### src/hw/rtl/lfu_pkg.sv
// Shared widths, codes and controller/datapath handshake types for the LFU cache.
package lfu_pkg;

  localparam int KEY_W          = 32;
  localparam int VALUE_W        = 32;
  localparam int CAP_W          = 5;
  localparam int ENTRIES_DEF    = 16;
  localparam int COUNT_BITS_DEF = 16;

  localparam logic [CAP_W-1:0] CAP_RESET = 5'd16;

  localparam logic ACT_GET = 1'b0;
  localparam logic ACT_PUT = 1'b1;

  localparam logic signed [VALUE_W-1:0] MISS_VALUE = -32'sd1;

  // controller -> datapath
  typedef struct packed {
    logic capture;
    logic scan_rd;
    logic respond;
    logic upd_rd;
    logic commit;
  } lfu_cmd_t;

  // datapath -> controller
  typedef struct packed {
    logic idx_last;
    logic out_free;
    logic need_update;
  } lfu_sts_t;

endpackage

### src/hw/rtl/lfu_ifs.sv
// Valid/ready channel interfaces: request, response and capacity write.
interface lfu_req_if;
  import lfu_pkg::*;
  logic                      valid;
  logic                      ready;
  logic                      action;
  logic [KEY_W-1:0]          key;
  logic signed [VALUE_W-1:0] value;
  modport source (output valid, action, key, value, input ready);
  modport sink   (input valid, action, key, value, output ready);
endinterface

interface lfu_rsp_if;
  import lfu_pkg::*;
  logic                      valid;
  logic                      ready;
  logic                      hit;
  logic signed [VALUE_W-1:0] read_value;
  logic                      evicted;
  modport source (output valid, hit, read_value, evicted, input ready);
  modport sink   (input valid, hit, read_value, evicted, output ready);
endinterface

interface lfu_cfg_if;
  import lfu_pkg::*;
  logic             valid;
  logic             ready;
  logic [CAP_W-1:0] data;
  modport source (output valid, data, input ready);
  modport sink   (input valid, data, output ready);
endinterface

### src/hw/rtl/lfu_cache_lru_tiebreak.sv
// Top level of the LFU key/value cache with least-recently-used tie break.
//
// Channels: req takes one word {action, key, value} (get or put), rsp returns
// one word {hit, read_value, evicted} per request, cfg writes active_capacity.
// cfg is always ready; write it only while no request is in flight.
// Sequence: a request is taken in IDLE, then one RAM read per entry scans
// every entry (key match, victim, first free slot), a tail step drains the
// RAM read register and the decide step loads the rsp register. A get miss,
// or any request at capacity zero, is done there. A hit or a put adds a
// write-back sweep that shifts recency ranks, bumps counts and writes the
// new entry. The entry RAM's single read port sets the pace of both sweeps.
// rsp is a holding register: the next request is taken while a result still
// waits; if rsp is still stalled when the next result is ready, the block
// holds in its decide step until the receiver takes the older word.
// Reset (synchronous, rst high) empties the cache and sets the capacity to 16;
// entry RAM contents are not cleared, valid bits gate every read.
module lfu_cache_lru_tiebreak #(
  parameter int ENTRIES    = lfu_pkg::ENTRIES_DEF,
  parameter int COUNT_BITS = lfu_pkg::COUNT_BITS_DEF
) (
  input  logic         clk,
  input  logic         rst,
  lfu_req_if.sink      req,
  lfu_rsp_if.source    rsp,
  lfu_cfg_if.sink      cfg
);
  import lfu_pkg::*;

  lfu_cmd_t cmd;
  lfu_sts_t sts;

  // capacity writes are accepted any time
  assign cfg.ready = 1'b1;

  lfu_ctrl u_ctrl (
    .clk     (clk),
    .rst     (rst),
    .in_valid(req.valid),
    .in_ready(req.ready),
    .sts     (sts),
    .cmd     (cmd)
  );

  lfu_dp #(
    .ENTRIES   (ENTRIES),
    .COUNT_BITS(COUNT_BITS)
  ) u_dp (
    .clk           (clk),
    .rst           (rst),
    .cmd           (cmd),
    .sts           (sts),
    .in_action     (req.action),
    .in_key        (req.key),
    .in_value      (req.value),
    .cfg_valid     (cfg.valid),
    .cfg_data      (cfg.data),
    .out_valid     (rsp.valid),
    .out_ready     (rsp.ready),
    .out_hit       (rsp.hit),
    .out_read_value(rsp.read_value),
    .out_evicted   (rsp.evicted)
  );

endmodule

### src/hw/rtl/lfu_ram.sv
// Generic single-write, single-read RAM with registered read data.
module lfu_ram #(
  parameter int WIDTH = 8,
  parameter int DEPTH = 16,
  parameter int ADDR_W = (DEPTH > 1) ? $clog2(DEPTH) : 1
) (
  input  logic              clk,
  input  logic              we,
  input  logic [ADDR_W-1:0] waddr,
  input  logic [WIDTH-1:0]  wdata,
  input  logic              re,
  input  logic [ADDR_W-1:0] raddr,
  output logic [WIDTH-1:0]  rdata
);

  logic [WIDTH-1:0] mem [DEPTH];

  always_ff @(posedge clk) begin
    if (we) begin
      mem[waddr] <= wdata;
    end
    if (re) begin
      rdata <= mem[raddr];
    end
  end

endmodule

### src/hw/rtl/lfu_ctrl.sv
// Sequencer: lookup scan, result hand-off, then, when an update is needed, rank/count write-back sweep.
module lfu_ctrl (
  input  logic              clk,
  input  logic              rst,
  input  logic              in_valid,
  output logic              in_ready,
  input  lfu_pkg::lfu_sts_t sts,
  output lfu_pkg::lfu_cmd_t cmd
);
  import lfu_pkg::*;

  typedef enum logic [2:0] {
    S_IDLE,
    S_SCAN,
    S_SCAN_TAIL,
    S_DECIDE,
    S_UPD,
    S_UPD_TAIL
  } state_t;

  state_t state;

  always_ff @(posedge clk) begin
    if (rst) begin
      state <= S_IDLE;
    end else begin
      unique case (state)
        S_IDLE: begin
          if (in_valid) state <= S_SCAN;
        end
        S_SCAN: begin
          if (sts.idx_last) state <= S_SCAN_TAIL;
        end
        S_SCAN_TAIL: begin
          state <= S_DECIDE;
        end
        S_DECIDE: begin
          if (sts.out_free) state <= sts.need_update ? S_UPD : S_IDLE;
        end
        S_UPD: begin
          if (sts.idx_last) state <= S_UPD_TAIL;
        end
        S_UPD_TAIL: begin
          state <= S_IDLE;
        end
        default: begin
          state <= S_IDLE;
        end
      endcase
    end
  end

  always_comb begin
    cmd         = '0;
    in_ready    = (state == S_IDLE);
    cmd.capture = in_ready && in_valid;
    cmd.scan_rd = (state == S_SCAN);
    cmd.respond = (state == S_DECIDE) && sts.out_free;
    cmd.upd_rd  = (state == S_UPD);
    cmd.commit  = (state == S_UPD_TAIL);
  end

endmodule

### src/hw/rtl/lfu_dp.sv
// Datapath: entry RAM, scan trackers, replacement decision and output register.
module lfu_dp #(
  parameter int ENTRIES    = 16,
  parameter int COUNT_BITS = 16
) (
  input  logic                               clk,
  input  logic                               rst,
  input  lfu_pkg::lfu_cmd_t                  cmd,
  output lfu_pkg::lfu_sts_t                  sts,
  input  logic                               in_action,
  input  logic [lfu_pkg::KEY_W-1:0]          in_key,
  input  logic signed [lfu_pkg::VALUE_W-1:0] in_value,
  input  logic                               cfg_valid,
  input  logic [lfu_pkg::CAP_W-1:0]          cfg_data,
  output logic                               out_valid,
  input  logic                               out_ready,
  output logic                               out_hit,
  output logic signed [lfu_pkg::VALUE_W-1:0] out_read_value,
  output logic                               out_evicted
);
  import lfu_pkg::*;

  localparam int IDX_W   = (ENTRIES > 1) ? $clog2(ENTRIES) : 1;
  localparam int RANK_W  = IDX_W;
  localparam int OCC_W   = $clog2(ENTRIES + 1);
  localparam int CMP_W   = (OCC_W > CAP_W) ? OCC_W : CAP_W;
  localparam int CNT_LSB = RANK_W;
  localparam int DAT_LSB = CNT_LSB + COUNT_BITS;
  localparam int KEY_LSB = DAT_LSB + VALUE_W;
  localparam int REC_W   = KEY_LSB + KEY_W;

  localparam logic [COUNT_BITS-1:0] CNT_MAX = '1;
  localparam logic [COUNT_BITS-1:0] CNT_ONE = COUNT_BITS'(1);
  localparam logic [IDX_W-1:0]      IDX_END = IDX_W'(ENTRIES - 1);

  // control state
  logic [CAP_W-1:0]   cap_reg;
  logic [ENTRIES-1:0] valid;
  logic [OCC_W-1:0]   occ;
  logic [IDX_W-1:0]   idx;
  logic               scan_pend;
  logic               upd_pend;

  // current word
  logic                act_q;
  logic [KEY_W-1:0]    key_q;
  logic [VALUE_W-1:0]  val_q;
  logic [IDX_W-1:0]    pend_idx;

  // scan trackers
  logic                hit_q;
  logic [IDX_W-1:0]    hit_idx_q;
  logic [VALUE_W-1:0]  hit_data_q;
  logic [RANK_W-1:0]   hit_rank_q;
  logic                vic_found_q;
  logic [IDX_W-1:0]    vic_idx_q;
  logic [COUNT_BITS-1:0] vic_cnt_q;
  logic [RANK_W-1:0]   vic_rank_q;
  logic                free_found_q;
  logic [IDX_W-1:0]    free_idx_q;

  // latched decision for the write-back sweep
  logic                mode_hit_q;
  logic                evict_q;
  logic [IDX_W-1:0]    ins_idx_q;

  // RAM
  logic                ram_we;
  logic [REC_W-1:0]    ram_wdata;
  logic [REC_W-1:0]    ram_rdata;
  logic [KEY_W-1:0]    rd_key;
  logic [VALUE_W-1:0]  rd_data;
  logic [COUNT_BITS-1:0] rd_cnt;
  logic [RANK_W-1:0]   rd_rank;
  logic [COUNT_BITS-1:0] cnt_inc;

  // decision
  logic [CMP_W-1:0]    cap_ext;
  logic [CMP_W-1:0]    cap_eff;
  logic                cap_zero;
  logic                dec_hit;
  logic                dec_evict;
  logic                dec_update;
  logic [VALUE_W-1:0]  dec_rd;
  logic [IDX_W-1:0]    dec_ins;

  lfu_ram #(
    .WIDTH (REC_W),
    .DEPTH (ENTRIES),
    .ADDR_W(IDX_W)
  ) u_ram (
    .clk  (clk),
    .we   (ram_we),
    .waddr(pend_idx),
    .wdata(ram_wdata),
    .re   (cmd.scan_rd || cmd.upd_rd),
    .raddr(idx),
    .rdata(ram_rdata)
  );

  assign rd_key  = ram_rdata[KEY_LSB +: KEY_W];
  assign rd_data = ram_rdata[DAT_LSB +: VALUE_W];
  assign rd_cnt  = ram_rdata[CNT_LSB +: COUNT_BITS];
  assign rd_rank = ram_rdata[RANK_W-1:0];
  assign cnt_inc = (rd_cnt == CNT_MAX) ? rd_cnt : rd_cnt + CNT_ONE;

  // replacement decision from the finished scan
  always_comb begin
    cap_ext    = CMP_W'(cap_reg);
    cap_eff    = (cap_ext > CMP_W'(ENTRIES)) ? CMP_W'(ENTRIES) : cap_ext;
    cap_zero   = (cap_eff == '0);
    dec_hit    = !cap_zero && hit_q;
    dec_evict  = !cap_zero && (act_q == ACT_PUT) && !hit_q && (CMP_W'(occ) >= cap_eff);
    dec_update = !cap_zero && (hit_q || (act_q == ACT_PUT));
    dec_rd     = (dec_hit && (act_q == ACT_GET)) ? hit_data_q : MISS_VALUE;
    if (dec_evict) begin
      dec_ins = (free_found_q && (free_idx_q < vic_idx_q)) ? free_idx_q : vic_idx_q;
    end else begin
      dec_ins = free_idx_q;
    end
  end

  always_comb begin
    sts.idx_last    = (idx == IDX_END);
    sts.out_free    = !out_valid || out_ready;
    sts.need_update = dec_update;
  end

  // write-back of one entry per cycle during the sweep
  always_comb begin
    ram_we    = 1'b0;
    ram_wdata = ram_rdata;
    if (upd_pend) begin
      if (mode_hit_q) begin
        if (pend_idx == hit_idx_q) begin
          ram_we    = 1'b1;
          ram_wdata = {rd_key, (act_q == ACT_PUT) ? val_q : rd_data, cnt_inc, RANK_W'(0)};
        end else if (valid[pend_idx]) begin
          ram_we    = 1'b1;
          ram_wdata = {rd_key, rd_data, rd_cnt,
                       (rd_rank < hit_rank_q) ? rd_rank + RANK_W'(1) : rd_rank};
        end
      end else begin
        if (pend_idx == ins_idx_q) begin
          ram_we    = 1'b1;
          ram_wdata = {key_q, val_q, CNT_ONE, RANK_W'(0)};
        end else if (valid[pend_idx] && !(evict_q && (pend_idx == vic_idx_q))) begin
          ram_we    = 1'b1;
          ram_wdata = {rd_key, rd_data, rd_cnt,
                       (evict_q && (rd_rank > vic_rank_q)) ? rd_rank : rd_rank + RANK_W'(1)};
        end
      end
    end
  end

  always_ff @(posedge clk) begin
    if (rst) begin
      cap_reg   <= CAP_RESET;
      valid     <= '0;
      occ       <= '0;
      idx       <= '0;
      scan_pend <= 1'b0;
      upd_pend  <= 1'b0;
      out_valid <= 1'b0;
    end else begin
      if (cfg_valid) cap_reg <= cfg_data;
      scan_pend <= cmd.scan_rd;
      upd_pend  <= cmd.upd_rd;
      if (cmd.capture || cmd.respond) begin
        idx <= '0;
      end else if (cmd.scan_rd || cmd.upd_rd) begin
        idx <= idx + IDX_W'(1);
      end
      if (cmd.respond) begin
        out_valid <= 1'b1;
      end else if (out_ready) begin
        out_valid <= 1'b0;
      end
      if (cmd.commit && !mode_hit_q) begin
        if (evict_q) valid[vic_idx_q] <= 1'b0;
        valid[ins_idx_q] <= 1'b1;
        if (!evict_q) occ <= occ + OCC_W'(1);
      end
    end
  end

  always_ff @(posedge clk) begin
    if (cmd.scan_rd || cmd.upd_rd) pend_idx <= idx;
    if (cmd.capture) begin
      act_q        <= in_action;
      key_q        <= in_key;
      val_q        <= in_value;
      hit_q        <= 1'b0;
      vic_found_q  <= 1'b0;
      free_found_q <= 1'b0;
    end else if (scan_pend) begin
      if (valid[pend_idx]) begin
        if (rd_key == key_q) begin
          hit_q      <= 1'b1;
          hit_idx_q  <= pend_idx;
          hit_data_q <= rd_data;
          hit_rank_q <= rd_rank;
        end
        // lowest count wins, older entry wins a tie
        if (!vic_found_q || (rd_cnt < vic_cnt_q) ||
            ((rd_cnt == vic_cnt_q) && (rd_rank > vic_rank_q))) begin
          vic_found_q <= 1'b1;
          vic_idx_q   <= pend_idx;
          vic_cnt_q   <= rd_cnt;
          vic_rank_q  <= rd_rank;
        end
      end else if (!free_found_q) begin
        free_found_q <= 1'b1;
        free_idx_q   <= pend_idx;
      end
    end
    if (cmd.respond) begin
      out_hit        <= dec_hit;
      out_read_value <= dec_rd;
      out_evicted    <= dec_evict;
      mode_hit_q     <= hit_q;
      evict_q        <= dec_evict;
      ins_idx_q      <= dec_ins;
    end
  end

endmodule

### src/flat_wrapper.sv
// flat-port wrapper written by rule: the top's interface ports become plain ports
module lfu_cache_lru_tiebreak_flat import lfu_pkg::*;
#(
  parameter int ENTRIES    = lfu_pkg::ENTRIES_DEF,
  parameter int COUNT_BITS = lfu_pkg::COUNT_BITS_DEF
)
  (clk, rst, req_valid, req_action, req_key, req_value, req_ready, rsp_valid, rsp_hit, rsp_read_value, rsp_evicted, rsp_ready, cfg_valid, cfg_data, cfg_ready);
  lfu_req_if req_i ();
  lfu_rsp_if rsp_i ();
  lfu_cfg_if cfg_i ();
  input  logic clk;
  input  logic rst;
  input wire logic [$bits(req_i.valid)-1:0] req_valid;
  input wire logic [$bits(req_i.action)-1:0] req_action;
  input wire logic [$bits(req_i.key)-1:0] req_key;
  input wire logic [$bits(req_i.value)-1:0] req_value;
  output wire logic [$bits(req_i.ready)-1:0] req_ready;
  output wire logic [$bits(rsp_i.valid)-1:0] rsp_valid;
  output wire logic [$bits(rsp_i.hit)-1:0] rsp_hit;
  output wire logic [$bits(rsp_i.read_value)-1:0] rsp_read_value;
  output wire logic [$bits(rsp_i.evicted)-1:0] rsp_evicted;
  input wire logic [$bits(rsp_i.ready)-1:0] rsp_ready;
  input wire logic [$bits(cfg_i.valid)-1:0] cfg_valid;
  input wire logic [$bits(cfg_i.data)-1:0] cfg_data;
  output wire logic [$bits(cfg_i.ready)-1:0] cfg_ready;
  assign req_i.valid = req_valid;
  assign req_i.action = req_action;
  assign req_i.key = req_key;
  assign req_i.value = req_value;
  assign req_ready = req_i.ready;
  assign rsp_valid = rsp_i.valid;
  assign rsp_hit = rsp_i.hit;
  assign rsp_read_value = rsp_i.read_value;
  assign rsp_evicted = rsp_i.evicted;
  assign rsp_i.ready = rsp_ready;
  assign cfg_i.valid = cfg_valid;
  assign cfg_i.data = cfg_data;
  assign cfg_ready = cfg_i.ready;
  lfu_cache_lru_tiebreak #(.ENTRIES(ENTRIES), .COUNT_BITS(COUNT_BITS)) u_core (.clk(clk), .rst(rst), .req(req_i), .rsp(rsp_i), .cfg(cfg_i));
endmodule
### config.mk
export PLATFORM = sky130hd
export DESIGN_NAME = lfu_cache_lru_tiebreak_flat
export DESIGN_NICKNAME = d
export VERILOG_FILES = /design/src/hw/rtl/lfu_pkg.sv /design/src/hw/rtl/lfu_ifs.sv /design/src/hw/rtl/lfu_cache_lru_tiebreak.sv /design/src/hw/rtl/lfu_ram.sv /design/src/hw/rtl/lfu_ctrl.sv /design/src/hw/rtl/lfu_dp.sv /design/src/flat_wrapper.sv
export SDC_FILE = /design/constraint.sdc
export NUM_CORES = 2
export LEC_CHECK = 0
export ABC_CLOCK_PERIOD_IN_PS = 8900
export BUFFER_PORTS_ARGS = -buffer_cell sky130_fd_sc_hd__buf_4
export CORE_UTILIZATION = 55
export DETAILED_ROUTE_END_ITERATION = 10
export PLACE_DENSITY = 0.81
export SYNTH_ARGS = -nofsm -noshare
export SYNTH_HDL_FRONTEND = slang
export SYNTH_SLANG_ARGS = --single-unit
### constraint.sdc
create_clock -name clk -period 8.9 [get_ports clk]
set_input_delay 0.445 -clock clk [delete_from_list [all_inputs] [get_ports clk]]
set_output_delay 0.445 -clock clk [all_outputs]
set_load 0.02 [all_outputs]
== After elaboration in Yosys (flattened, before gate mapping) ==
Memory sizes are Yosys's and may differ from the RTL's. A register that Yosys moved wholly into a read port is not among the register bits.
Cells that the tools add are included.
Storage, ports and cells
  word-level logic and storage cells: 145
  memories: 1
  output and inout port bits: 37
  bits in writable memories: 1344
  flip-flop bits (word level): 215
  input port bits: 75
Memories
  u_core.u_dp.u_ram.mem: words 16, bits a word 84, read ports 1, clocked after Yosys merged registers in 1, write ports 1, line lfu_ram.sv:16  | logic [WIDTH-1:0] mem [DEPTH];
Operators by class
  bitwise operators: 8
  magnitude comparators: 11
  reduce and logical (&&, ||, !) cells: 40
  equality and inequality tests: 16
  muxes and demuxes: 38
  $add $sub $neg: 4
Operators with widths (count)
  $mux W84: 3
  $mux W16: 4
  $mux W52: 1
  $eq A32 B32 Y1: 1
  $mux W32: 1
  $mux W4: 6
  $add A16 B1 Y16 const B: 1
  $and A16 B16 Y16: 1
  $eq A16 B16 Y1: 1
  $eq A16 B16 Y1 const B: 1
  $logic_and A1 B1 Y1: 16
  $lt A16 B16 Y1: 1
  $not A16 Y16: 1
  $or A16 B16 Y16: 1
  $reduce_and A4 Y1: 4
  $lt A4 B5 Y1 const B: 3
  $mux W3: 5
  $pmux W3 S5: 1
  $mux W1: 13
  $eq A4 B4 Y1: 3
  $add A4 B1 Y4 const B: 2
  $demux W1 S4: 2
  $ge A4 B1 Y1 const B: 2
  $lt A4 B4 Y1: 2
  21 further kinds: 41

== Longest topological paths before layout ==
  depth after elaboration: 10
  mapped depth: 9
  depth with buffers taken out: 8

== Modules after synthesis ==
Synthesis repeated with hierarchy kept, for this count alone.
Unflattened totals
  cells, all modules: 3015
  area, all modules: 63106.8 µm²
By module, submodules not included
  lfu_ram: cells an instance 2154, seq. area each 42881.1 µm², instances 1, area each 52889.5 µm²
  lfu_dp: cells an instance 837, seq. area each 6005.8 µm², instances 1, area each 10014.6 µm²
  lfu_ctrl: cells an instance 22, seq. area each 60.1 µm², instances 1, area each 191.4 µm²
  lfu_cache_lru_tiebreak: cells an instance 2, seq. area each 0.0 µm², instances 1, area each 11.3 µm²

== Worst setup path after synthesis ==
No wires, ideal clock.
  kind: register -> register
  start point: register u_core.u_dp.pend_idx[2]
  end point: memory u_core.u_dp.u_ram.mem[2][0] (netlist bit), enable pin
  path slack: 352 ps
  buffers on the path: 2
  data required time: 8254 ps
  clock period less this slack: 8548 ps
  library setup time: 646 ps
  stages on the path, launching flop included: 9
  arrival: 7902 ps
  path through: edfxtp_1 -> buf_6 -> buf_6 -> xnor2_1 -> nand4_1 -> mux2_2 -> o21ai_1 -> and4b_1 -> nor3b_1
Between the ends
  longest elaborated chain between the ends: 10
  elaborated cells between the ends (all ways): 16
  those cells by class: eq/ne (3); mux (10); reduce/logical (3)
RTL lines
  start, declared: line lfu_dp.sv:48  | logic [IDX_W-1:0] pend_idx;
  start signal, assigned: line lfu_dp.sv:188  | if (cmd.scan_rd || cmd.upd_rd) pend_idx <= idx;
  parallel branches: the longest is 10 deep, another holds $bmux W1 S4
  end, declared: line lfu_ram.sv:16
Several ways; the timed one is not identified. The select of a mux whose other input is x is not followed.

== Worst setup path after layout ==
  start point: register u_core.u_dp.pend_idx[2]
  end point: memory u_core.u_dp.u_ram.mem[15][70] (netlist bit), enable pin
The elaborated chain is that of the path after synthesis.

==> flow_summary.toml <==
[grt]
grt_pass1_vias = 33150
grt_max_degree = 145
grt_pass1_wl_um = 227000
overflow = 0
antenna_found_initial = 0
grt_usage_pct = 27.1

[worst_setup_path]
r2r_start = "u_core.u_dp.pend_idx[2]$_DFFE_PP_"
required_ns = 9.27
arrival_ns = 5.56
reg2reg_depth = 7
reg2reg_setup_slack_ns = 3.71
cp-end-kind = "flip-flop"
critPathLaunch = "u_core.u_dp.pend_idx[2]$_DFFE_PP_"
cp_max_fo = 59
start_kind = "flip-flop"
path_class = "reg2reg"
rr_endpoint = "u_core.u_dp.u_ram.mem[15][70]$_DFFE_PP_"
endpoint = "u_core.u_dp.u_ram.mem[15][70]$_DFFE_PP_"

[finish]
nFillCells = 6833
finalNetCount = 3205
n_antenna_cell = 0
final_util_pct = 63.3
areaGrowthSynthToFinish_pct = 13.6
fin_area_um2 = 71600
drive_above_1_share_pct = 28.3
instances_no_fill = 4723

[floorplan]
dieArea_um2 = 116000
start_util_pct = 55.7
die_h_um = 341
ios = 112
die_w_um = 341
coreArea_um2 = 113000
rows = 123

[logic_synthesis]
synth_top_cell_by_area = "edfxtp_1"
synth.area.top_cells = "edfxtp_1, mux4_2, dfxtp_1"
ys.flop_type = "edfxtp_1"
synth-edff-count = 1604
synth_seq_area_share_pct = 77.7
synth_top_cell_area_share_pct = 76.4
yosys-top-cells-count = "edfxtp_1, mux4_2, nand2_1"
syn_avg_cell_area_um2 = 22.3
postSynthCellCount = 2826
synth_most_common_cell = "edfxtp_1"
synthArstFlopShare_pct = 0
synth.distinct_cells = 64
ys_warn_count = 0
syn_nets = 2936
ys_ff_latch = 1643
synth_area_um2 = 63000

[power_and_ir_drop]
clockPowerShare_pct = 35.2
seq_power_share_pct = 51.3
p_int_mw = 14.1
swShare_pct = 25.7
switchingPower_mw = 4.85
vdd_drop_max_mv = 0.271
p_per_area_nw_per_um2 = 264
p_leak_nw = 22.2
combPwrFrac_pct = 13.5
finalPower_mw = 18.9

[clocking]
clockBufferDepth = 3
tritoncts = "done"
clock_latency_ns = 0.78
cts_max_level = 4
clk_pin_slew_ns = 0.07
cts_sinks = 1643
cts_root_buf = "clkbuf_16"
cts_buffers = 159

[detailed_routing]
drcViolationCount = 0
first_iter_violations = 4179
wl_per_cell_um = 32.8
wirelength_um = 155000
dr_total_vias = 31765
viasPerCell = 6.73
antenna_left = 0
drt_first_pass_iters = 6

[placement]
routabilityCongestion = 0.823
place_ws_ns = 4.04
place_inst = 4359
hpwl_um = 74400
io_buffers = 110
placed_cell_area_um2 = 65800

[timing]
min_period_ns = 5.19
period_share_pct = 58.3
final_max_slew_viol_count = 0
worst_pin_slew_ns = 1.34
skew_ns = 0.0479
fin_setup_tns_ns = 0
fmax_mhz = 193
layout_setup_ws_ns = 3.71
hold_ws_ns = 0.0554
relSlewSlack_pct = 8.08
hold_viol_final = 0
setup_viol = 0
rsz0062_at_grt = "no"

[min_path]
min_path_type = "in2reg"
worstHoldStart = "cfg_valid"

[run_status]
status = "finished clean"

[job]
maxCapViolCount = 0
[layout make-up]
type,count,area [µm²],area share [%]
sequential,1643,49000,68.4
multi-input combinational,1019,13600,18.9
clock buffer,198,4200,5.86
timing repair buffer,238,2000,2.79
tap,1500,1880,2.62
clock inverter,91,882,1.23
inverter,34,128,0.178
[worst min path at each step]
stage	end	slack, ns	depth (start not counted)
floorplan	u_core.u_dp.pend_idx[2]$_DFFE_PP_	0.41	0
global placement	u_core.u_dp.hit_data_q[6]$_DFFE_PP_	0.43	0
CTS	u_core.u_dp.occ[2]$_SDFFE_PP0P_	0.009	2
global route	u_core.u_dp.occ[2]$_SDFFE_PP0P_	0.05	2
finish	u_core.u_dp.cap_ext[1]$_SDFFE_PP0P_	0.06	3
detailed placement	u_core.u_dp.hit_data_q[5]$_DFFE_PP_	0.43	0
[power by group through the flow]
stage / Sequential, mW / Combinational (mW) / Clock (mW)
floorplan: 9.67 / 1.79 / 0
global placement: 9.82 / 2.28 / 0
detailed placement: 9.83 / 2.43 / 0
CTS: 9.69 / 2.56 / 6.71
global route: 9.72 / 2.70 / 6.98
finish: 9.70 / 2.56 / 6.66
[state kept, by name (all words and copies together), names as in the netlist, 3 cells and up]
signal / count
u_core.u_dp.u_ram.mem: 1344
u_core.u_dp.out_read_value: 32
u_core.u_dp.key_q: 32
u_core.u_dp.val_q: 32
u_core.u_dp.pend_idx: 4
u_core.u_dp.u_ram.rdata: 84
u_core.u_dp.valid: 16
u_core.u_dp.hit_idx_q: 4
u_core.u_dp.vic_idx_q: 4
u_core.u_dp.ins_idx_q: 4
u_core.u_dp.occ: 5
u_core.u_dp.free_idx_q: 4
u_core.u_dp.hit_rank_q: 4
u_core.u_dp.hit_data_q: 32
u_core.u_dp.vic_rank_q: 4
u_core.u_dp.cap_ext: 5
u_core.u_dp.idx: 4
u_core.u_dp.vic_cnt_q: 16
u_core.u_ctrl.state: 3
[cell usage in the layout, fill, tap and decap left out, drive strengths merged, types with 16 or more instances in the layout]
cell type,count
ha,35
a21oi,38
mux2,38
inv,40
or2,32
dlygate4sd3,75
mux2i,18
o21ai,30
clkbuf,198
mux4,424
nand4,19
clkinv,70
xor2,40
nor2,47
dfxtp,39
nand2,154
nand3,16
edfxtp,1604
buf,163
[logic make-up (layout without fill, tap and decap cells)]
family                   count (synthesis)  after routing  share of synthesized area [%]
buffers and inverters                  164            561                           1.09
flip-flops                            1643           1643                           77.7
adder cells (fa/ha/maj)                 35             35                          0.695
AO/OA/AOI/OAI                          103            103                          0.991
multiplexers                           480            480                           16.1
AND/OR/NAND/NOR                        348            348                           2.72
XOR/XNOR                                52             52                          0.723
other                                    1              1                        0.00595
[per-layer routing]
layer	global-route usage, %	vias up	part of all wire (%)	wire length (µm)
li1	-	12307	-	-
met1	35.2	16649	35	54800
met2	46.0	2422	52	80100
met3	5.53	387	9.8	15200
met4	9.16	0	3.3	5050
met5	0	-	0	0
[critical path, stage by stage, from the launching register on]
cell and delay [ns]:
edfxtp_1 0.96, xnor2_1 0.24, nand4_1 0.44, mux2_2 0.46, o21ai_1 0.20, nand4_1 0.46, nor2_4 0.95, buf_4 0.96
[repair_timing]
action / in CTS / in global routing
setup buffers: 0 / 0
hold buffers: 75 / 0
endpoints found under the hold margin: 70 / 0
setup endpoints to repair: 0 / 0
resized for setup: 0 / 0
Note: power is estimated with default switching activity, not from simulation.
